## config.mk

```make
export PLATFORM = sky130hd
export DESIGN_NAME = six_dof_serial_packet_decoder
export DESIGN_NICKNAME = d
export VERILOG_FILES = /design/src/rtl/core/sixdof_dec_pkg.sv /design/src/rtl/core/sixdof_dec_ctrl.sv /design/src/rtl/core/sixdof_dec_dp.sv /design/src/rtl/core/six_dof_serial_packet_decoder.sv
export VERILOG_INCLUDE_DIRS = /design/src /design/src/rtl/core
export SDC_FILE = /design/constraint.sdc
export NUM_CORES = 1
export LEC_CHECK = 0
export BUFFER_PORTS_ARGS = -buffer_cell sky130_fd_sc_hd__buf_2
export CORE_ASPECT_RATIO = 1.4
export CORE_MARGIN = 2
export CORE_UTILIZATION = 30
export CTS_CLUSTER_SIZE = 14
export DETAILED_ROUTE_END_ITERATION = 16
export PLACE_DENSITY_LB_ADDON = 0.25
export SLEW_MARGIN = 0
export SYNTH_ARGS = -nofsm -noshare
export SYNTH_HDL_FRONTEND = slang
export SYNTH_SLANG_ARGS = --single-unit
```

## constraint.sdc

```tcl
create_clock -name clk -period 3.2 [get_ports clk]
set_input_delay 0.16 -clock clk [delete_from_list [all_inputs] [get_ports clk]]
set_output_delay 0.16 -clock clk [all_outputs]
set_load 0.05 [all_outputs]
```

## src/rtl/core/six_dof_serial_packet_decoder_macros.svh

```systemverilog
// ----------------------------------------------------------------------------
// Six-DOF serial packet decoder: assertion macros
// Shared concurrent assertion forms, clocked on clk and disabled in reset.
// ----------------------------------------------------------------------------
`ifndef SIX_DOF_SERIAL_PACKET_DECODER_MACROS_SVH
`define SIX_DOF_SERIAL_PACKET_DECODER_MACROS_SVH

// same-cycle implication
`define SDD_ASSERT_IMP(label, ante, cons, msg) \
    label: assert property (@(posedge clk) disable iff (!rst_n) (ante) |-> (cons)) \
        else $error(msg);

// next-cycle implication
`define SDD_ASSERT_NXT(label, ante, cons, msg) \
    label: assert property (@(posedge clk) disable iff (!rst_n) (ante) |=> (cons)) \
        else $error(msg);

`endif

```

## src/rtl/core/sixdof_dec_pkg.sv

```systemverilog
// ----------------------------------------------------------------------------
// Six-DOF serial packet decoder: package
// Shared constants and the command/status bundles between control and datapath.
// ----------------------------------------------------------------------------
package sixdof_dec_pkg;

    localparam int STORE_BYTES_DEF = 16;

    // source of a result loaded into the output register
    typedef enum logic [1:0] {
        EMIT_AXIS   = 2'd0,
        EMIT_BTN    = 2'd1,
        EMIT_FLUSH  = 2'd2,
        EMIT_SINGLE = 2'd3
    } emit_sel_t;

    typedef struct packed {
        logic       take;        // input request accepted this cycle
        logic       rd_en;       // read packet store
        logic [3:0] rd_idx;      // byte index to read
        logic       hi_load;     // capture previous read into holding byte
        logic [2:0] axis_sel;
        logic       axis_write;
        logic       btn_load;    // compute new button word and change mask
        logic       emit;
        emit_sel_t  emit_sel;
    } dp_cmd_t;

    typedef struct packed {
        logic start_disp;
        logic start_btn;
        logic start_single;
        logic axis_changed;
        logic btn_any;
        logic btn_last;
        logic out_free;
    } dp_sts_t;

endpackage

```

## src/rtl/core/sixdof_dec_ctrl.sv

```systemverilog
// ----------------------------------------------------------------------------
// Six-DOF serial packet decoder: controller
// Sequences packet-store reads and result emission after a packet completes.
// ----------------------------------------------------------------------------
`include "six_dof_serial_packet_decoder_macros.svh"

module sixdof_dec_ctrl (
    input  logic                     clk,
    input  logic                     rst_n,
    input  logic                     in_valid,
    output logic                     in_stall,
    output sixdof_dec_pkg::dp_cmd_t  cmd,
    input  sixdof_dec_pkg::dp_sts_t  sts
);

    typedef enum logic [9:0] {
        ST_IDLE     = 10'b00_0000_0001,
        ST_DISP_HI  = 10'b00_0000_0010,
        ST_DISP_LO  = 10'b00_0000_0100,
        ST_DISP_CMP = 10'b00_0000_1000,
        ST_FLUSH    = 10'b00_0001_0000,
        ST_BTN_RD1  = 10'b00_0010_0000,
        ST_BTN_RD2  = 10'b00_0100_0000,
        ST_BTN_CALC = 10'b00_1000_0000,
        ST_BTN_EMIT = 10'b01_0000_0000,
        ST_SINGLE   = 10'b10_0000_0000
    } state_t;

    localparam logic [3:0] FIRST_AXIS_BYTE = 4'd3;
    localparam logic [3:0] BTN_BYTE1       = 4'd1;
    localparam logic [3:0] BTN_BYTE2       = 4'd2;
    localparam logic [2:0] LAST_AXIS       = 3'd5;

    state_t     state_reg, state_next;
    logic [2:0] axis_cnt_reg, axis_cnt_next;
    logic       moved_reg, moved_next;

    always_comb
    begin
        state_next    = state_reg;
        axis_cnt_next = axis_cnt_reg;
        moved_next    = moved_reg;
        in_stall      = 1'b1;

        cmd            = '0;
        cmd.axis_sel   = axis_cnt_reg;
        cmd.emit_sel   = sixdof_dec_pkg::EMIT_AXIS;

        case (state_reg)
            ST_IDLE:
            begin
                in_stall = 1'b0;
                cmd.take = in_valid;
                if (in_valid)
                begin
                    if (sts.start_disp)
                    begin
                        state_next    = ST_DISP_HI;
                        axis_cnt_next = '0;
                        moved_next    = 1'b0;
                    end
                    else if (sts.start_btn)
                    begin
                        state_next = ST_BTN_RD1;
                    end
                    else if (sts.start_single)
                    begin
                        state_next = ST_SINGLE;
                    end
                end
            end
            ST_DISP_HI:
            begin
                cmd.rd_en  = 1'b1;
                cmd.rd_idx = 4'({axis_cnt_reg, 1'b0}) + FIRST_AXIS_BYTE;
                state_next = ST_DISP_LO;
            end
            ST_DISP_LO:
            begin
                cmd.rd_en   = 1'b1;
                cmd.rd_idx  = 4'({axis_cnt_reg, 1'b0}) + FIRST_AXIS_BYTE + 4'd1;
                cmd.hi_load = 1'b1;
                state_next  = ST_DISP_CMP;
            end
            ST_DISP_CMP:
            begin
                if (!sts.axis_changed || sts.out_free)
                begin
                    cmd.axis_write = 1'b1;
                    cmd.emit       = sts.axis_changed;
                    cmd.emit_sel   = sixdof_dec_pkg::EMIT_AXIS;
                    moved_next     = moved_reg | sts.axis_changed;
                    if (axis_cnt_reg == LAST_AXIS)
                    begin
                        state_next = moved_next ? ST_FLUSH : ST_IDLE;
                    end
                    else
                    begin
                        axis_cnt_next = axis_cnt_reg + 3'd1;
                        state_next    = ST_DISP_HI;
                    end
                end
            end
            ST_FLUSH:
            begin
                if (sts.out_free)
                begin
                    cmd.emit     = 1'b1;
                    cmd.emit_sel = sixdof_dec_pkg::EMIT_FLUSH;
                    state_next   = ST_IDLE;
                end
            end
            ST_BTN_RD1:
            begin
                cmd.rd_en  = 1'b1;
                cmd.rd_idx = BTN_BYTE1;
                state_next = ST_BTN_RD2;
            end
            ST_BTN_RD2:
            begin
                cmd.rd_en   = 1'b1;
                cmd.rd_idx  = BTN_BYTE2;
                cmd.hi_load = 1'b1;
                state_next  = ST_BTN_CALC;
            end
            ST_BTN_CALC:
            begin
                cmd.btn_load = 1'b1;
                state_next   = sts.btn_any ? ST_BTN_EMIT : ST_IDLE;
            end
            ST_BTN_EMIT:
            begin
                if (sts.out_free)
                begin
                    cmd.emit     = 1'b1;
                    cmd.emit_sel = sixdof_dec_pkg::EMIT_BTN;
                    if (sts.btn_last)
                    begin
                        state_next = ST_IDLE;
                    end
                end
            end
            ST_SINGLE:
            begin
                if (sts.out_free)
                begin
                    cmd.emit     = 1'b1;
                    cmd.emit_sel = sixdof_dec_pkg::EMIT_SINGLE;
                    state_next   = ST_IDLE;
                end
            end
            default:
            begin
                state_next = ST_IDLE;
            end
        endcase
    end

    always_ff @(posedge clk or negedge rst_n)
    begin
        if (!rst_n)
        begin
            state_reg    <= ST_IDLE;
            axis_cnt_reg <= '0;
            moved_reg    <= 1'b0;
        end
        else
        begin
            state_reg    <= state_next;
            axis_cnt_reg <= axis_cnt_next;
            moved_reg    <= moved_next;
        end
    end

    `SDD_ASSERT_IMP(a_emit_needs_slot, cmd.emit, sts.out_free, "result emitted into a full output register")
    `SDD_ASSERT_IMP(a_one_job, cmd.take, $onehot0({sts.start_disp, sts.start_btn, sts.start_single}), "more than one job started by one byte")
    `SDD_ASSERT_NXT(a_disp_start, cmd.take && sts.start_disp, state_reg == ST_DISP_HI && axis_cnt_reg == 3'd0, "displacement sequence did not start at axis zero")
    `SDD_ASSERT_IMP(a_flush_moved, state_reg == ST_FLUSH, moved_reg, "flush without a changed axis")

endmodule

```

## src/rtl/core/sixdof_dec_dp.sv

```systemverilog
// ----------------------------------------------------------------------------
// Six-DOF serial packet decoder: datapath
// Escape removal, packet framing, packet store, axis/button state, output reg.
// ----------------------------------------------------------------------------
module sixdof_dec_dp #(
    parameter int STORE_BYTES = sixdof_dec_pkg::STORE_BYTES_DEF
) (
    input  logic                     clk,
    input  logic                     rst_n,
    input  logic [7:0]               rx_byte,
    input  sixdof_dec_pkg::dp_cmd_t  cmd,
    output sixdof_dec_pkg::dp_sts_t  sts,
    output logic                     out_valid,
    input  logic                     out_stall,
    output logic [2:0]               event_kind,
    output logic [3:0]               item_index,
    output logic signed [15:0]       item_value,
    output logic                     last
);

    localparam int AW = $clog2(STORE_BYTES);

    // characters
    localparam logic [7:0] CH_CARET = 8'h5E;
    localparam logic [7:0] CH_Q     = 8'h51;
    localparam logic [7:0] CH_S     = 8'h53;
    localparam logic [7:0] CH_M     = 8'h4D;
    localparam logic [7:0] CH_D     = 8'h44;
    localparam logic [7:0] CH_K     = 8'h4B;
    localparam logic [7:0] CH_DOT   = 8'h2E;
    localparam logic [7:0] CH_C     = 8'h43;
    localparam logic [7:0] CH_F     = 8'h46;
    localparam logic [7:0] CH_N     = 8'h4E;
    localparam logic [7:0] CH_P     = 8'h50;
    localparam logic [7:0] CH_XON   = 8'h0B;
    localparam logic [7:0] CH_LF    = 8'h0A;
    localparam logic [7:0] CH_CR    = 8'h0D;
    localparam logic [7:0] CH_AT    = 8'h40;
    localparam logic [7:0] CH_E     = 8'h45;
    localparam logic [7:0] CH_Z     = 8'h5A;
    localparam logic [7:0] LOW5_MASK = 8'h1F;

    // packet kinds
    localparam logic [3:0] PK_NONE   = 4'd0;
    localparam logic [3:0] PK_DISP   = 4'd1;
    localparam logic [3:0] PK_KEY    = 4'd2;
    localparam logic [3:0] PK_EXTKEY = 4'd3;
    localparam logic [3:0] PK_COMM   = 4'd4;
    localparam logic [3:0] PK_SENS   = 4'd5;
    localparam logic [3:0] PK_MOVE   = 4'd6;
    localparam logic [3:0] PK_NULL   = 4'd7;
    localparam logic [3:0] PK_RATE   = 4'd8;
    localparam logic [3:0] PK_XON    = 4'd9;
    localparam logic [3:0] PK_CR     = 4'd10;
    localparam logic [3:0] PK_RESET  = 4'd11;
    localparam logic [3:0] PK_ERROR  = 4'd12;
    localparam logic [3:0] PK_ZERO   = 4'd13;

    // result kinds
    localparam logic [2:0] EV_AXIS   = 3'd0;
    localparam logic [2:0] EV_BUTTON = 3'd1;
    localparam logic [2:0] EV_FLUSH  = 3'd2;
    localparam logic [2:0] EV_REINIT = 3'd3;
    localparam logic [2:0] EV_ERROR  = 3'd4;

    localparam logic [5:0] POS_MAX = 6'd63;

    // framing state
    logic       esc_reg;
    logic [5:0] pos_reg;
    logic [3:0] kind_reg;
    logic [5:0] len_reg;
    logic       ext_seen_reg;
    logic       job_ext_reg;
    logic       job_err_reg;

    // packet store
    logic [7:0] mem [STORE_BYTES];
    logic [7:0] rdata_reg;
    logic [7:0] hi_reg;

    // decoded state
    logic [15:0] axis_reg [6];
    logic [15:0] button_reg;
    logic [15:0] rem_reg;

    // output register
    logic               out_valid_reg;
    logic [2:0]         ev_kind_reg;
    logic [3:0]         ev_index_reg;
    logic signed [15:0] ev_value_reg;
    logic               ev_last_reg;

    // front end
    logic       esc_start;
    logic [7:0] c;
    logic       lead_ok;
    logic [3:0] lead_kind;
    logic [5:0] lead_len;
    logic       first;
    logic [3:0] kind_eff;
    logic [5:0] len_eff;
    logic [5:0] pos_inc;
    logic       proceed;
    logic       complete;
    logic       done;
    logic       store_wr;

    // sequencing
    logic [15:0] axis_word;
    logic [15:0] btn_next;
    logic [15:0] btn_diff;
    logic [15:0] low_bit;
    logic [3:0]  low_idx;
    logic        out_free;

    logic [2:0]         ev_kind_d;
    logic [3:0]         ev_index_d;
    logic signed [15:0] ev_value_d;
    logic               ev_last_d;

    always_comb
    begin
        esc_start = (rx_byte == CH_CARET) && !esc_reg;
        c = rx_byte;
        if (esc_reg && (rx_byte == CH_Q || rx_byte == CH_S || rx_byte == CH_M))
        begin
            c = rx_byte & LOW5_MASK;
        end

        lead_ok   = 1'b1;
        lead_kind = PK_NONE;
        lead_len  = 6'd1;
        case (c)
            CH_D:   begin lead_kind = PK_DISP;   lead_len = 6'd16; end
            CH_K:   begin lead_kind = PK_KEY;    lead_len = 6'd4;  end
            CH_DOT: begin lead_kind = PK_EXTKEY; lead_len = 6'd4;  end
            CH_C:   begin lead_kind = PK_COMM;   lead_len = 6'd4;  end
            CH_F:   begin lead_kind = PK_SENS;   lead_len = 6'd4;  end
            CH_M:   begin lead_kind = PK_MOVE;   lead_len = 6'd5;  end
            CH_N:   begin lead_kind = PK_NULL;   lead_len = 6'd3;  end
            CH_P:   begin lead_kind = PK_RATE;   lead_len = 6'd6;  end
            CH_XON: begin lead_kind = PK_XON;    lead_len = 6'd1;  end
            CH_LF:  begin lead_kind = PK_CR;     lead_len = 6'd1;  end
            CH_CR:  begin lead_kind = PK_CR;     lead_len = 6'd1;  end
            CH_AT:  begin lead_kind = PK_RESET;  lead_len = 6'd62; end
            CH_E:   begin lead_kind = PK_ERROR;  lead_len = 6'd8;  end
            CH_Z:   begin lead_kind = PK_ZERO;   lead_len = 6'd14; end
            default: lead_ok = 1'b0;
        endcase

        first    = (pos_reg == 6'd0);
        kind_eff = first ? lead_kind : kind_reg;
        len_eff  = first ? lead_len : len_reg;
        pos_inc  = (pos_reg != POS_MAX) ? pos_reg + 6'd1 : pos_reg;
        proceed  = cmd.take && !esc_start && (!first || lead_ok);

        // reset and error packets run until a carriage return
        if (kind_eff == PK_RESET || kind_eff == PK_ERROR)
        begin
            complete = (c == CH_CR);
        end
        else
        begin
            complete = (pos_inc == len_eff);
        end

        done     = proceed && complete;
        store_wr = proceed && ({1'b0, pos_reg} < 7'(STORE_BYTES));

        sts.start_disp   = done && (kind_eff == PK_DISP);
        // extended format completes on its fourth byte, which must be CR
        sts.start_btn    = done && ((kind_eff == PK_KEY && !ext_seen_reg) ||
                                    (kind_eff == PK_EXTKEY && c == CH_CR));
        sts.start_single = done && (kind_eff == PK_RESET || kind_eff == PK_ERROR);

        axis_word = {hi_reg, rdata_reg};

        // hi_reg holds byte 1, rdata_reg byte 2
        if (job_ext_reg)
        begin
            btn_next = {~hi_reg[5], 3'b000, hi_reg[4:0], rdata_reg[7], rdata_reg[5:0]};
        end
        else
        begin
            btn_next = {1'b0, hi_reg[5] | hi_reg[3], rdata_reg[5:4], 4'b0000,
                        hi_reg[4], hi_reg[2:0], rdata_reg[3:0]};
        end
        btn_diff = btn_next ^ button_reg;

        low_bit = rem_reg & (~rem_reg + 16'd1);
        low_idx = '0;
        for (int i = 15; i >= 0; i--)
        begin
            if (rem_reg[i])
            begin
                low_idx = 4'(i);
            end
        end

        out_free = !out_valid_reg || !out_stall;

        sts.axis_changed = (axis_word != axis_reg[cmd.axis_sel]);
        sts.btn_any      = (btn_diff != 16'd0);
        sts.btn_last     = ((rem_reg ^ low_bit) == 16'd0);
        sts.out_free     = out_free;

        ev_kind_d  = EV_AXIS;
        ev_index_d = '0;
        ev_value_d = '0;
        ev_last_d  = 1'b0;
        case (cmd.emit_sel)
            sixdof_dec_pkg::EMIT_AXIS:
            begin
                ev_kind_d  = EV_AXIS;
                ev_index_d = {1'b0, cmd.axis_sel};
                ev_value_d = axis_word;
            end
            sixdof_dec_pkg::EMIT_BTN:
            begin
                ev_kind_d  = EV_BUTTON;
                ev_index_d = low_idx;
                ev_value_d = {15'd0, button_reg[low_idx]};
                ev_last_d  = sts.btn_last;
            end
            sixdof_dec_pkg::EMIT_FLUSH:
            begin
                ev_kind_d = EV_FLUSH;
                ev_last_d = 1'b1;
            end
            sixdof_dec_pkg::EMIT_SINGLE:
            begin
                ev_kind_d = job_err_reg ? EV_ERROR : EV_REINIT;
                ev_last_d = 1'b1;
            end
            default:
            begin
                ev_kind_d = EV_AXIS;
            end
        endcase
    end

    always_ff @(posedge clk or negedge rst_n)
    begin
        if (!rst_n)
        begin
            esc_reg       <= 1'b0;
            pos_reg       <= '0;
            kind_reg      <= PK_NONE;
            len_reg       <= 6'd1;
            ext_seen_reg  <= 1'b0;
            job_ext_reg   <= 1'b0;
            job_err_reg   <= 1'b0;
            button_reg    <= '0;
            rem_reg       <= '0;
            out_valid_reg <= 1'b0;
            for (int i = 0; i < 6; i++)
            begin
                axis_reg[i] <= '0;
            end
        end
        else
        begin
            if (cmd.take)
            begin
                esc_reg <= esc_start;
            end
            if (proceed)
            begin
                if (complete)
                begin
                    pos_reg  <= '0;
                    kind_reg <= PK_NONE;
                    len_reg  <= 6'd1;
                end
                else
                begin
                    pos_reg  <= pos_inc;
                    kind_reg <= kind_eff;
                    len_reg  <= len_eff;
                end
            end
            if (done)
            begin
                job_ext_reg <= (kind_eff == PK_EXTKEY);
                job_err_reg <= (kind_eff == PK_ERROR);
                if (kind_eff == PK_EXTKEY && c == CH_CR)
                begin
                    ext_seen_reg <= 1'b1;
                end
                else if (kind_eff == PK_RESET)
                begin
                    ext_seen_reg <= 1'b0;
                end
            end
            if (cmd.axis_write)
            begin
                axis_reg[cmd.axis_sel] <= axis_word;
            end
            if (cmd.btn_load)
            begin
                button_reg <= btn_next;
                rem_reg    <= btn_diff;
            end
            else if (cmd.emit && cmd.emit_sel == sixdof_dec_pkg::EMIT_BTN)
            begin
                rem_reg <= rem_reg ^ low_bit;
            end
            if (cmd.emit)
            begin
                out_valid_reg <= 1'b1;
            end
            else if (!out_stall)
            begin
                out_valid_reg <= 1'b0;
            end
        end
    end

    // packet store and payload registers
    always_ff @(posedge clk)
    begin
        if (store_wr)
        begin
            mem[pos_reg[AW-1:0]] <= c;
        end
        if (cmd.rd_en)
        begin
            rdata_reg <= mem[AW'(cmd.rd_idx)];
        end
        if (cmd.hi_load)
        begin
            hi_reg <= rdata_reg;
        end
        if (cmd.emit)
        begin
            ev_kind_reg  <= ev_kind_d;
            ev_index_reg <= ev_index_d;
            ev_value_reg <= ev_value_d;
            ev_last_reg  <= ev_last_d;
        end
    end

    assign out_valid  = out_valid_reg;
    assign event_kind = ev_kind_reg;
    assign item_index = ev_index_reg;
    assign item_value = ev_value_reg;
    assign last       = ev_last_reg;

endmodule

```

## src/rtl/core/six_dof_serial_packet_decoder.sv

```systemverilog
// ----------------------------------------------------------------------------
// Six-DOF serial packet decoder: top level
// Decodes escaped serial bytes into axis, button, flush, reinit and error results.
// ----------------------------------------------------------------------------
// A byte that does not start a job leaves the controller idle, and the next
// byte can be taken in the next cycle. A completed displacement, button, reset
// or error packet holds off input while its results are produced; the packet
// store has one registered read port. A displacement packet takes two store
// reads and one compare per axis, then a flush result when an axis changed; a
// button packet takes two store reads and a compare, then one result per
// changed button bit; a reset or error packet gives a single result.
// Each result leaves through a single output register, and a stalled output
// holds the sequence. The last result of a byte is flagged with last.

module six_dof_serial_packet_decoder #(
    parameter int STORE_BYTES = sixdof_dec_pkg::STORE_BYTES_DEF
) (
    input  logic               clk,
    input  logic               rst_n,
    input  logic               in_valid,
    output logic               in_stall,
    input  logic [7:0]         rx_byte,
    output logic               out_valid,
    input  logic               out_stall,
    output logic [2:0]         event_kind,
    output logic [3:0]         item_index,
    output logic signed [15:0] item_value,
    output logic               last
);

    sixdof_dec_pkg::dp_cmd_t cmd;
    sixdof_dec_pkg::dp_sts_t sts;

    sixdof_dec_ctrl u_ctrl (
        .clk      (clk),
        .rst_n    (rst_n),
        .in_valid (in_valid),
        .in_stall (in_stall),
        .cmd      (cmd),
        .sts      (sts)
    );

    sixdof_dec_dp #(
        .STORE_BYTES (STORE_BYTES)
    ) u_dp (
        .clk        (clk),
        .rst_n      (rst_n),
        .rx_byte    (rx_byte),
        .cmd        (cmd),
        .sts        (sts),
        .out_valid  (out_valid),
        .out_stall  (out_stall),
        .event_kind (event_kind),
        .item_index (item_index),
        .item_value (item_value),
        .last       (last)
    );

endmodule

```

# [Yosys cells after proc, flatten, opt, wreduce, memory -nomap -nowiden]
# Memory sizes are Yosys's and may differ from the RTL's. A register that Yosys moved wholly into a read port is not among the register bits.
# Index checks and enable logic that the tools add are counted.
[totals] regBits=195 ram_bits=128 in_bits=12 output_inout_bits=26 wordCells=217 n_memories=1
[op_classes] n_addsub=5 n_lt_le_gt_ge=4 eq_ne=49 n_mux=82 bitwise_logic=8 n_reduce_logical=44
[mem_list] memory="u_dp.mem" depth=16 word_bits=8 rd=1 rd_clocked_by_memory_dff=1 write_ports=1 line="sixdof_dec_dp.sv:78" source="logic [7:0] mem [STORE_BYTES];"
[op_table] cell="$eq 8x7->1 const B" n=14
[op_table] cell="$bwmux 96" n=1
[op_table] cell="$mux 16" n=6
[op_table] cell="$mux 10" n=9
[op_table] cell="$pmux 10 s9" n=1
[op_table] cell="$mux 4" n=18
[op_table] cell="$pmux 4 s13" n=1
[op_table] cell="$bmux 16 s3" n=1
[op_table] cell="$demux 16 s3" n=1
[op_table] cell="$pmux 6 s8" n=1
[op_table] cell="$pmux 16 s2" n=1
[op_table] cell="$xor 16x16->16" n=2
[op_table] cell="$mux 3" n=9
[op_table] cell="$eq 8x4->1 const B" n=3
[op_table] cell="$mux 6" n=4
[op_table] cell="$pmux 3 s4" n=2
[op_table] cell="$pmux 5 s4" n=1
[op_table] cell="$mux 1" n=18
[op_table] cell="$add 16x1->16 const B" n=1
[op_table] cell="$and 16x16->16" n=1
[op_table] cell="$logic_not 16->1" n=1
[op_table] cell="$ne 16x16->1" n=1
[op_table] cell="$not 16->16" n=1
[op_table] cell="$reduce_bool 16->1" n=1
[op_table] cell="53 further kinds" n=93

# [Depth between registers and ports, before layout]
# Gate-level depths: netlist of the first run.
[depth] ltp_word=19 depth_mapped=14 depth_no_buf=12

# [Modules after synthesis]
# A second synthesis of the first run with hierarchy kept.
[hier_totals] cells_unflattened=1263 area_unflattened_um2=16050.4
[by_module_without_submodules] mod="sixdof_dec_dp" n_inst=1 cells_per_inst=1132 area_each_um2=14926.8 seq_area_each_um2=8774.7
[by_module_without_submodules] mod="sixdof_dec_ctrl" n_inst=1 cells_per_inst=131 area_each_um2=1123.6 seq_area_each_um2=351.6

# [Worst setup path before layout of the first run]
# No wires, ideal clock.
[synth_timing] path_kind="flip-flop to flip-flop" start="reg u_ctrl.axis_cnt_reg[1]" end="reg u_dp.ev_kind_reg[0], in the netlist u_dp.event_kind[0], enable pin" setup_time_ps=413 arrival_time_ps=3034 required_ps=2787 slack_ps=-247 stages_incl_launch_ff=11 path_buffers=2 synth_period_minus_slack_ps=3447 cell_sequence="dfrtp_1 > buf_4 > buf_2 > mux2i_1 > o22ai_1 > or3b_2 > nand4_1 > nor4_2 > nand4_4 > nand2_1 > a21oi_1"
[synth_rtl] element="from (decl)" line="sixdof_dec_ctrl.sv:35" source="logic [2:0] axis_cnt_reg, axis_cnt_next;"
[synth_rtl] element="from (signal assigned)" line="sixdof_dec_ctrl.sv:170" source="axis_cnt_reg <= axis_cnt_next;"
[synth_rtl] element="to (signal assigned)" line="sixdof_dec_dp.sv:337" source="ev_kind_reg <= ev_kind_d;"
[synth_rtl] element="to (decl)" line="sixdof_dec_dp.sv:89" source="logic [2:0] ev_kind_reg;"

# [Worst setup path in the final report of the first run]
[layout_timing] start="reg u_ctrl.axis_cnt_reg[2]" end="reg u_dp.axis_reg[50] (netlist bit)"
[layout_between] elab_chain_cells=9 elab_cells_between_ends=15 classes_between="order compare (2); eq/ne (1); mux (8); bitwise (1); reduce/logical (3)"
[layout_rtl] element="$not 3->4 (not written as such) (*)" line="sixdof_dec_dp.sv:203, sixdof_dec_dp.sv:298"
[layout_rtl] element="$bmux 16 s3" line="sixdof_dec_dp.sv:203" source="sts.axis_changed = (axis_word != axis_reg[cmd.axis_sel]);"
[layout_rtl] element="$mux 16 (not written as such) (2 in series)" line="sixdof_dec_dp.sv:203"
[layout_rtl] element="$ne 16x16->1" line="sixdof_dec_dp.sv:203"
[layout_rtl] element="$logic_not 1->1" line="sixdof_dec_ctrl.sv:87" source="if (!sts.axis_changed || sts.out_free)"
[layout_rtl] element="$logic_or 1x1->1" line="sixdof_dec_ctrl.sv:87"
[layout_rtl] element="$mux 1" line="sixdof_dec_ctrl.sv:87"
[layout_rtl] element="$mux 1" line="sixdof_dec_ctrl.sv:49" source="case (state_reg)"
[layout_rtl] element="to (signal, indexed assignment)" line="sixdof_dec_dp.sv:298" source="axis_reg[cmd.axis_sel] <= axis_word;"
[layout_rtl] element="to (decl)" line="sixdof_dec_dp.sv:83" source="logic [15:0] axis_reg [6];"
# Every way passes the cells marked *; elsewhere a longest branch is shown, timed or not. The select of a mux whose other input is x is not followed.
# A chain may end at the register's enable or synchronous reset.

==> results of run 1 <==
-- critical path: cells and delay by family (launching register included) --
family,cells,cell delay [ns]
and+or+nand+nor,6,1.52
DFF,1,0.40
AOI/OAI and AO/OA,2,0.53
muxes,1,0.34
buffers and inverters,2,0.35
-- worst min-delay path by stage --
stage | cells after the start | startpoint | end
finish | 1 | rx_byte[3] | u_dp.mem[12][3]
global route | 1 | rx_byte[3] | u_dp.mem[12][3]
CTS | 1 | rx_byte[3] | u_dp.mem[12][3]
detailed placement | 1 | rst_n | u_dp.axis_reg[24]
global placement | 1 | rst_n | u_dp.axis_reg[24]
floorplan | 0 | rst_n | u_ctrl.axis_cnt_reg[0]
-- stage by stage --
step	setup TNS [ns]	util [%]	instance area, um2	power (mW)
2_1_floorplan	0	-	16550	6.410
3_3_place_gp	-18.20	34.07	18520	7.353
3_5_place_dp	-18.89	34.07	18520	7.373
4_1_cts	-0.001202	36.40	19780	11.54
5_1_grt	-14.90	37.77	20530	12.02
6_report	-4.942	37.77	20530	11.52
-- cell type report --
class | instances | area [um2]
Sequential cell | 331 | 9129
Multi-Input combinational cell | 945 | 7283
Tap cell | 721 | 902.1
Timing Repair Buffer | 228 | 1978
Clock inverter | 18 | 122.6
Fill cell | 5285 | 33810
Inverter | 22 | 82.58
Clock buffer | 48 | 1028
-- cells in the final DEF (no fill, tap or decap), types with 10 or more instances in the layout --
master                      instances
sky130_fd_sc_hd__a211oi_1          37
sky130_fd_sc_hd__a211oi_2          10
sky130_fd_sc_hd__a21oi_1           46
sky130_fd_sc_hd__a311oi_1          16
sky130_fd_sc_hd__a31oi_1           27
sky130_fd_sc_hd__and2_1            52
sky130_fd_sc_hd__buf_12            18
sky130_fd_sc_hd__buf_2             36
sky130_fd_sc_hd__buf_4            156
sky130_fd_sc_hd__clkbuf_16         42
sky130_fd_sc_hd__clkinv_2          10
sky130_fd_sc_hd__dfrtp_1          159
sky130_fd_sc_hd__edfxtp_1         168
sky130_fd_sc_hd__inv_1             19
sky130_fd_sc_hd__mux2_2            19
sky130_fd_sc_hd__mux2_4            93
sky130_fd_sc_hd__mux2i_1           35
sky130_fd_sc_hd__nand2_1          147
sky130_fd_sc_hd__nand2b_1          17
sky130_fd_sc_hd__nand3_1           32
sky130_fd_sc_hd__nor2_1            70
sky130_fd_sc_hd__nor2b_1           12
sky130_fd_sc_hd__nor3_1            23
sky130_fd_sc_hd__o21ai_0           51
sky130_fd_sc_hd__xnor2_1           21
sky130_fd_sc_hd__xor2_1            18
-- power groups by stage --
stage | clock (mW) | combinational (mW) | sequential (mW)
final | 4.11 | 2.63 | 4.77
after global routing | 4.38 | 2.86 | 4.78
after CTS | 4.22 | 2.55 | 4.77
after detailed placement | 0 | 2.52 | 4.86
after global placement | 0 | 2.50 | 4.86
after floorplan | 0 | 1.58 | 4.83
-- per-layer routing --
| metal | wire length, um | GRT usage (%) |
|---|---|---|
| met1 | 18390 | 17.26 |
| met2 | 23560 | 29.00 |
| met3 | 1377 | 2.046 |
| met4 | 1703 | 6.326 |
| met5 | 0 | 0 |
-- cell families after synthesis --
| family | count (synthesis) |
|---|---|
| compound gates | 285 |
| xor+xnor | 41 |
| fa+ha+maj | 10 |
| buf+inv | 128 |
| flops | 331 |
| mux | 157 |
| simple gates | 452 |
-- timing repair --
| item | 4_1_cts | 5_1_grt |
|---|---|---|
| gates resized for setup | 4 | 141 |
| hold endpoints to repair | 76 | 0 |
| hold buffers | 2 | 0 |
| endpoints found under the setup margin | 98 | 117 |
| pin swaps | 1 | 19 |
| setup buffers | 8 | 9 |
| cloned | 0 | 4 |
==> insert_results.sql, run 1 <==
INSERT INTO impl_metrics (metric_group, metric, value, unit) VALUES
('detailed_routing', 'viasPerCell', '4.997', ''),
('layout', 'count_of_nets_after_finishing', '1584', ''),
('die', 'chipHeight', '281.9', 'um'),
('setup_path', 'cp_max_fo', '11', ''),
('synth', 'mappedNetlistNets', '1423', ''),
('sta', 'final.period_utilization', '103.1', '%'),
('sta', 'slew_viol_final', '0', ''),
('sta', 'largest_clock_skew_in_the_final_design', '0.01712', 'ns'),
('synth', 'ys_async_sr_fraction', '49.24', '%'),
('synth', 'post_synth_fa_ha_maj_area_fraction', '0.7108', '%'),
('sta', 'slew_headroom', '41.58', '%'),
('power_and_ir_drop', 'p_per_cell_area', '561.3', 'mW/mm2'),
('synth', 'muxShareOfSynthArea', '10.77', '%'),
('setup_path', 'category_of_the_critical_setup_timing_path', 'flop to flop', ''),
('placed_design', 'place_inst', '2224', ''),
('detailed_routing', 'route.antenna.remaining_nets', '0', ''),
('power_and_ir_drop', 'vdd.ir_drop.worst', '0.3155', 'mV'),
('power_and_ir_drop', 'net-switching-power', '3.374', 'mW'),
('sta', 'rsz0062_at_grt', 'yes', ''),
('setup_path', 'crit_arrival', '3.74', 'ns'),
('setup_path', 'reg2reg_setup_slack', '-0.1', 'ns'),
('grt', 'global_route.usage.total', '15.35', '%'),
('synth', 'synthDistinctLibCells', '102', ''),
('grt', 'grt_start_max_net_pins', '79', ''),
('outcome', 'failed_checks', 'setup timing', ''),
('min_path', 'timing.hold.worst.class', 'input port to flop', ''),
('clocking', 'clock-sinks', '331', ''),
('power_and_ir_drop', 'share_clk_of_total_power', '35.7', '%'),
('detailed_routing', 'number_of_vias_in_the_routed_layout', '11560', ''),
('layout', 'fin_cells', '2313', ''),
('detailed_routing', 'dr.first_iter.drc_count', '545', ''),
('clocking', 'cts-buffers-inserted', '37', ''),
('synth', 'synth_xor_area_share', '2.253', '%'),
('clocking', 'clock_insertion_delay_worst_skew', '0.56', 'ns'),
('power_and_ir_drop', 'pwr-share-seq', '41.4', '%'),
('sta', 'worst-slew-pin-transition', '0.8762', 'ns'),
('layout', 'largest_reg_flops', '128', ''),
('sta', 'max_freq', '0.3032', 'GHz'),
('synth', 'yosys_warnings', '0', ''),
('synth', 'post_synth.cell_area_avg', '11.78', 'um2'),
('setup_path', 'timing.rr.start', 'u_ctrl.axis_cnt_reg[2]', ''),
('detailed_routing', 'detailed_route_wire_length', '45040', 'um'),
('outcome', 'run_status', 'finished with violations', ''),
('sta', 'postLayoutSetupSlackWorst', '-0.09775', 'ns'),
('detailed_routing', 'wirelength_per_cell', '19.47', 'um'),
('synth', 'yosys.area.top_type', 'sky130_fd_sc_hd__edfxtp_1', ''),
('placed_design', 'dp_worst_setup_slack', '-0.2655', 'ns'),
('clocking', 'cts_htree_levels', '2', ''),
('synth', 'synth-edff-count', '168', ''),
('clocking', 'clock_tree.root_cell', 'sky130_fd_sc_hd__clkbuf_16', ''),
('grt', 'vias_in_the_first_global_route', '11880', ''),
('detailed_routing', 'drcViolationCount', '0', ''),
('setup_path', 'worst_ep_required', '3.64', 'ns'),
('grt', 'initial_antenna_violation_count', '3', ''),
('power_and_ir_drop', 'internal_power', '8.147', 'mW'),
('sta', 'layout_min_cycle_time', '3.298', 'ns'),
('synth', 'post_synth_most_frequent_cells', 'sky130_fd_sc_hd__edfxtp_1, sky130_fd_sc_hd__dfrtp_1, sky130_fd_sc_hd__nand2_1, sky130_fd_sc_hd__nor2_1, sky130_fd_sc_hd__mux2_1', ''),
('setup_path', 'largest_stage_delay_on_the_critical_path', '0.40', 'ns'),
('synth', 'syn-cell-area', '0.01655', 'mm2'),
('synth', 'number_of_synthesized_register_bits', '331', ''),
('layout', 'diodes', '0', ''),
('sta', 'hold_violation_count_in_the_final_report', '0', ''),
('synth', 'yosys_most_used_dff', 'sky130_fd_sc_hd__edfxtp_1', ''),
('die', 'initial_utilization', '30.45', '%'),
('placed_design', 'final_gp_congestion', '0.8381', ''),
('synth', 'synth_top_family_by_area', 'simple AND/OR/NAND/NOR gates', ''),
('power_and_ir_drop', 'p_sw_share', '29.29', '%'),
('synth', 'synth_compound_gate_area_share', '12.27', '%'),
('synth', 'syn_inst', '1404', ''),
('sta', 'report.final.setup_viol', '92', ''),
('die', 'fp.dieW', '202.5', 'um');
No activity file was read; power rests on OpenSTA's default activity.
==> inputs of run 2 (changes only) <==
--- a/config.mk
+++ b/config.mk
@@ -6,10 +6,12 @@
 export SDC_FILE = /design/constraint.sdc
 export NUM_CORES = 1
 export LEC_CHECK = 0
+export ABC_AREA = 1
 export BUFFER_PORTS_ARGS = -buffer_cell sky130_fd_sc_hd__buf_2
 export CORE_ASPECT_RATIO = 1.4
 export CORE_MARGIN = 2
 export CORE_UTILIZATION = 30
+export CTS_CLUSTER_DIAMETER = 50
 export CTS_CLUSTER_SIZE = 14
 export DETAILED_ROUTE_END_ITERATION = 16
 export PLACE_DENSITY_LB_ADDON = 0.25
==> run 2 against run 1 <==
Total power increased by 4.5%; the flow now finishes without violations; die area decreased by 3.8%; combinational power increased by 11%.
==> insert_results.sql, run 2 <==
INSERT INTO impl_metrics (metric_group, metric, value, unit) VALUES
('setup_path', 'critical_path.endpoint_type', 'flop', ''),
('placed_design', 'port_buffers', '37', ''),
('setup_path', 'category_of_the_critical_setup_timing_path', 'flop to flop', ''),
('layout', 'multi_input_comb_area', '0.005819', 'mm2'),
('synth', 'mappedNetlistNets', '1723', ''),
('sta', 'postLayoutSetupSlackWorst', '0.1751', 'ns'),
('sta', 'hold_violation_count_in_the_final_report', '0', ''),
('detailed_routing', 'detailed_route_wire_length', '42820', 'um'),
('clocking', 'clock-sinks', '331', ''),
('synth', 'synth.top_cells.by_area', 'sky130_fd_sc_hd__edfxtp_1, sky130_fd_sc_hd__dfrtp_1, sky130_fd_sc_hd__nand2_1', ''),
('layout', 'mostFrequentLayoutCell', 'sky130_fd_sc_hd__nand2_1', ''),
('synth', 'number_of_synthesized_register_bits', '331', ''),
('placed_design', 'final_gp_congestion', '0.8495', ''),
('synth', 'post_synth.cell_area_avg', '9.334', 'um2'),
('placed_design', 'dp_worst_setup_slack', '0.01078', 'ns'),
('power_and_ir_drop', 'vdd.ir_drop.worst', '0.4762', 'mV'),
('detailed_routing', 'detailedRoute.firstPassIterationCount', '6', ''),
('placed_design', 'detailed_place_hpwl', '28830', 'um'),
('layout', 'final_instance_area', '0.01841', 'mm2'),
('die', 'fp.dieW', '198.6', 'um'),
('setup_path', 'crit_chain', 'inv_6, nor3_4, buf_12, buf_4, a22oi_1, nand3_1, a21oi_1, xor2_1, nor2_1, nand4_4, a21oi_4, buf_12, nand2_4, nand2_1, o21ai_1', ''),
('sta', 'worst-slew-pin-transition', '1.192', 'ns'),
('min_path', 'timing.hold.worst.class', 'input port to flop', ''),
('layout', 'diodes', '0', ''),
('setup_path', 'cp_max_fo', '32', ''),
('layout', 'final-seq-area', '0.009129', 'mm2'),
('layout', 'fin_cells', '2519', ''),
('layout', 'syn2layout_area_growth', '15.73', '%'),
('layout', 'count_of_nets_after_finishing', '1806', ''),
('setup_path', 'timing.critical_path.from_type', 'flop', ''),
('setup_path', 'crit_slowest_cell', 'sky130_fd_sc_hd__dfrtp_1', ''),
('sta', 'slew_headroom', '20.44', '%'),
('die', 'io-pin-count', '38', ''),
('sta', 'finalSetupTns', '0', 'ns'),
('min_path', 'worst_hold_path_ep', 'u_dp.mem[15][7]', ''),
('clocking', 'clock_insertion_delay_worst_skew', '0.57', 'ns'),
('outcome', 'run_status', 'finished, final reports clean', ''),
('synth', 'yosys_most_used_dff', 'sky130_fd_sc_hd__edfxtp_1', ''),
('grt', 'vias_in_the_first_global_route', '11750', ''),
('layout', 'layout_common_cells', 'sky130_fd_sc_hd__nand2_1, sky130_fd_sc_hd__edfxtp_1, sky130_fd_sc_hd__dfrtp_1', ''),
('grt', 'grt_start_max_net_pins', '81', ''),
('clocking', 'clock_tree.root_cell', 'sky130_fd_sc_hd__clkbuf_16', ''),
('min_path', 'min_from', 'rx_byte[7]', ''),
('synth', 'yosysTopAreaCellShare', '31.72', '%'),
('sta', 'rsz0062_at_grt', 'yes', ''),
('layout', 'fill_cells', '5424', ''),
('synth', 'syn_inst', '1704', ''),
('detailed_routing', 'wirelength_per_cell', '17.00', 'um'),
('clocking', 'cts_htree_levels', '2', ''),
('synth', 'synth-edff-count', '168', ''),
('die', 'row_count', '99', ''),
('clocking', 'cts-buffers-inserted', '36', ''),
('synth', 'post_synth_most_frequent_cells', 'sky130_fd_sc_hd__nand2_1, sky130_fd_sc_hd__edfxtp_1, sky130_fd_sc_hd__dfrtp_1, sky130_fd_sc_hd__inv_1, sky130_fd_sc_hd__nor2_1', ''),
('sta', 'fin_hold_ws', '0.08554', 'ns'),
('placed_design', 'place_inst', '2449', ''),
('setup_path', 'largest_stage_delay_on_the_critical_path', '0.51', 'ns'),
('die', 'chipHeight', '276.4', 'um'),
('synth', 'ys_async_sr_fraction', '49.24', '%'),
('detailed_routing', 'drcViolationCount', '0', ''),
('grt', 'global_route.overflow_total', '0', ''),
('setup_path', 'r2r_end', 'u_dp.axis_reg[22]', ''),
('setup_path', 'reg2reg_setup_slack', '0.18', 'ns'),
('grt', 'global_route.usage.total', '15.72', '%'),
('power_and_ir_drop', 'power.total', '12.04', 'mW'),
('clocking', 'tritoncts_clock_tree', 'yes', ''),
('detailed_routing', 'dr.first_iter.drc_count', '834', ''),
('detailed_routing', 'number_of_vias_in_the_routed_layout', '11950', ''),
('sta', 'final.period_utilization', '94.53', '%'),
('die', 'initial_utilization', '30.43', '%'),
('min_path', 'worst_hold_path.num_cells', '2', ''),
('layout', 'end_of_flow_core_utilization', '35.21', '%'),
('job', 'cap_violations', '0', ''),
('layout', 'largest_reg_flops', '128', ''),
('die', 'floorplan.die_area', '0.05490', 'mm2'),
('power_and_ir_drop', 'p_per_cell_area', '654.2', 'mW/mm2'),
('sta', 'layout_min_cycle_time', '3.025', 'ns'),
('placed_design', 'post_dp_cell_area', '0.01715', 'mm2'),
('clocking', 'cts.clk_slew.worst_paths', '0.06', 'ns'),
('detailed_routing', 'viasPerCell', '4.742', ''),
('setup_path', 'crit_top_cell', 'sky130_fd_sc_hd__buf_12', ''),
('setup_path', 'worst_ep_required', '3.61', 'ns'),
('die', 'coreArea', '0.05227', 'mm2'),
('grt', 'initial_antenna_violation_count', '0', ''),
('layout', 'drive_above_1_share', '13.96', '%'),
('synth', 'yosys.area.top_type', 'sky130_fd_sc_hd__edfxtp_1', ''),
('grt', 'wire_length_of_the_first_global_routing_pass', '67180', 'um'),
('sta', 'report.final.setup_viol', '0', ''),
('setup_path', 'ff2ff_path_depth', '15', ''),
('synth', 'synthDistinctLibCells', '58', ''),
('sta', 'max_freq', '0.3306', 'GHz'),
('sta', 'largest_clock_skew_in_the_final_design', '0.03849', 'ns'),
('setup_path', 'crit_arrival', '3.43', 'ns'),
('synth', 'yosys_warnings', '0', ''),
('sta', 'slew_viol_final', '0', ''),
('synth', 'syn-cell-area', '0.01591', 'mm2'),
('power_and_ir_drop', 'leakagePower', '7.878', 'nW'),
('setup_path', 'timing.rr.start', 'u_ctrl.axis_cnt_reg[2]', ''),
('clocking', 'maximum_buffer_depth_of_the_clock_tree', '3', ''),
('synth', 'seq_area_frac_synth', '57.38', '%'),
('synth', 'synth_most_common_cell', 'sky130_fd_sc_hd__nand2_1', ''),
('detailed_routing', 'route.antenna.remaining_nets', '0', '');
==> run 2: changes by cell type in the layout (fill, tap and decap cells not counted), sizes merged, moves of 21 or more <==
| cell | change |
|---|---|
| buf | -112 |
| mux2i | -37 |
| o21ai | +147 |
| a211oi | -46 |
| nor2 | +62 |
| mux2 | -115 |
| and2 | -53 |
| nand2 | +362 |
| nand3 | +34 |
| a22oi | +22 |
| inv | +134 |
| xnor2 | -21 |
| nand4 | +23 |
==> run 2: timing repair <==
action	4_1_cts	5_1_grt
gates resized for setup	0	13
hold buffers	3	0
buffers inserted	0	3
setup endpoints to repair	0	245
hold endpoints to repair	79	0
==> run 2: worst max path at each step <==
stage	endpoint	from	slack, ns
after CTS	u_dp.axis_reg[22]	u_ctrl.axis_cnt_reg[1]	0.03
after global routing	u_dp.axis_reg[22]	u_ctrl.axis_cnt_reg[2]	-0.03
after global placement	u_ctrl.axis_cnt_reg[1]	rx_byte[7]	0.06
after detailed placement	u_ctrl.axis_cnt_reg[2]	rx_byte[2]	0.01
final	u_dp.axis_reg[22]	u_ctrl.axis_cnt_reg[2]	0.18
after floorplan	u_dp.mem[10][0]	u_ctrl.state_reg[5]	0.37
==> run 2: worst max-delay path, delay by kind of cell (launching register included) <==
kind | cells | cell delay [ns]
AOI/OAI and AO/OA | 4 | 0.67
xor gates and xnor gates | 1 | 0.14
buffers and inverters | 4 | 0.59
DFF | 1 | 0.51
and+or+nand+nor | 6 | 0.94
==> run 2: cells by family after synthesis <==
kind of cell / share of synthesized area (%)
AOI/OAI and AO/OA: 11.89
xor gates and xnor gates: 1.982
adders and majority gates: 0.5506
buffers and inverters: 6.529
DFF: 57.38
muxes: 0.06294
and+or+nand+nor: 21.61
==> run 2: area by class of cell <==
type	count	share of cell area, %
Sequential cell	331	49.60
Multi-Input combinational cell	1157	31.62
Clock buffer	42	5.091
Tap cell	707	4.806
Timing Repair Buffer	113	4.792
Inverter	148	3.086
Clock inverter	21	1.013
==> run 2: power breakdown <==
group,leakage [nW],switching (mW),internal [mW]
logic,3.60,1.95,0.958
registers,3.72,0.233,4.84
clock network,0.554,1.83,2.23
total,7.88,4.01,8.03
==> run 2: per-layer routing <==
layer / part of all wire, % / GRT usage, % / routed length (um) / vias up
li1: - / - / - / 5902
met1: 44 / 20.22 / 18860 / 5794
met2: 51 / 27.44 / 21630 / 204
met3: 3.4 / 2.342 / 1465 / 45
met4: 2.0 / 3.999 / 870 / 0
met5: 0 / 0 / 0 / -
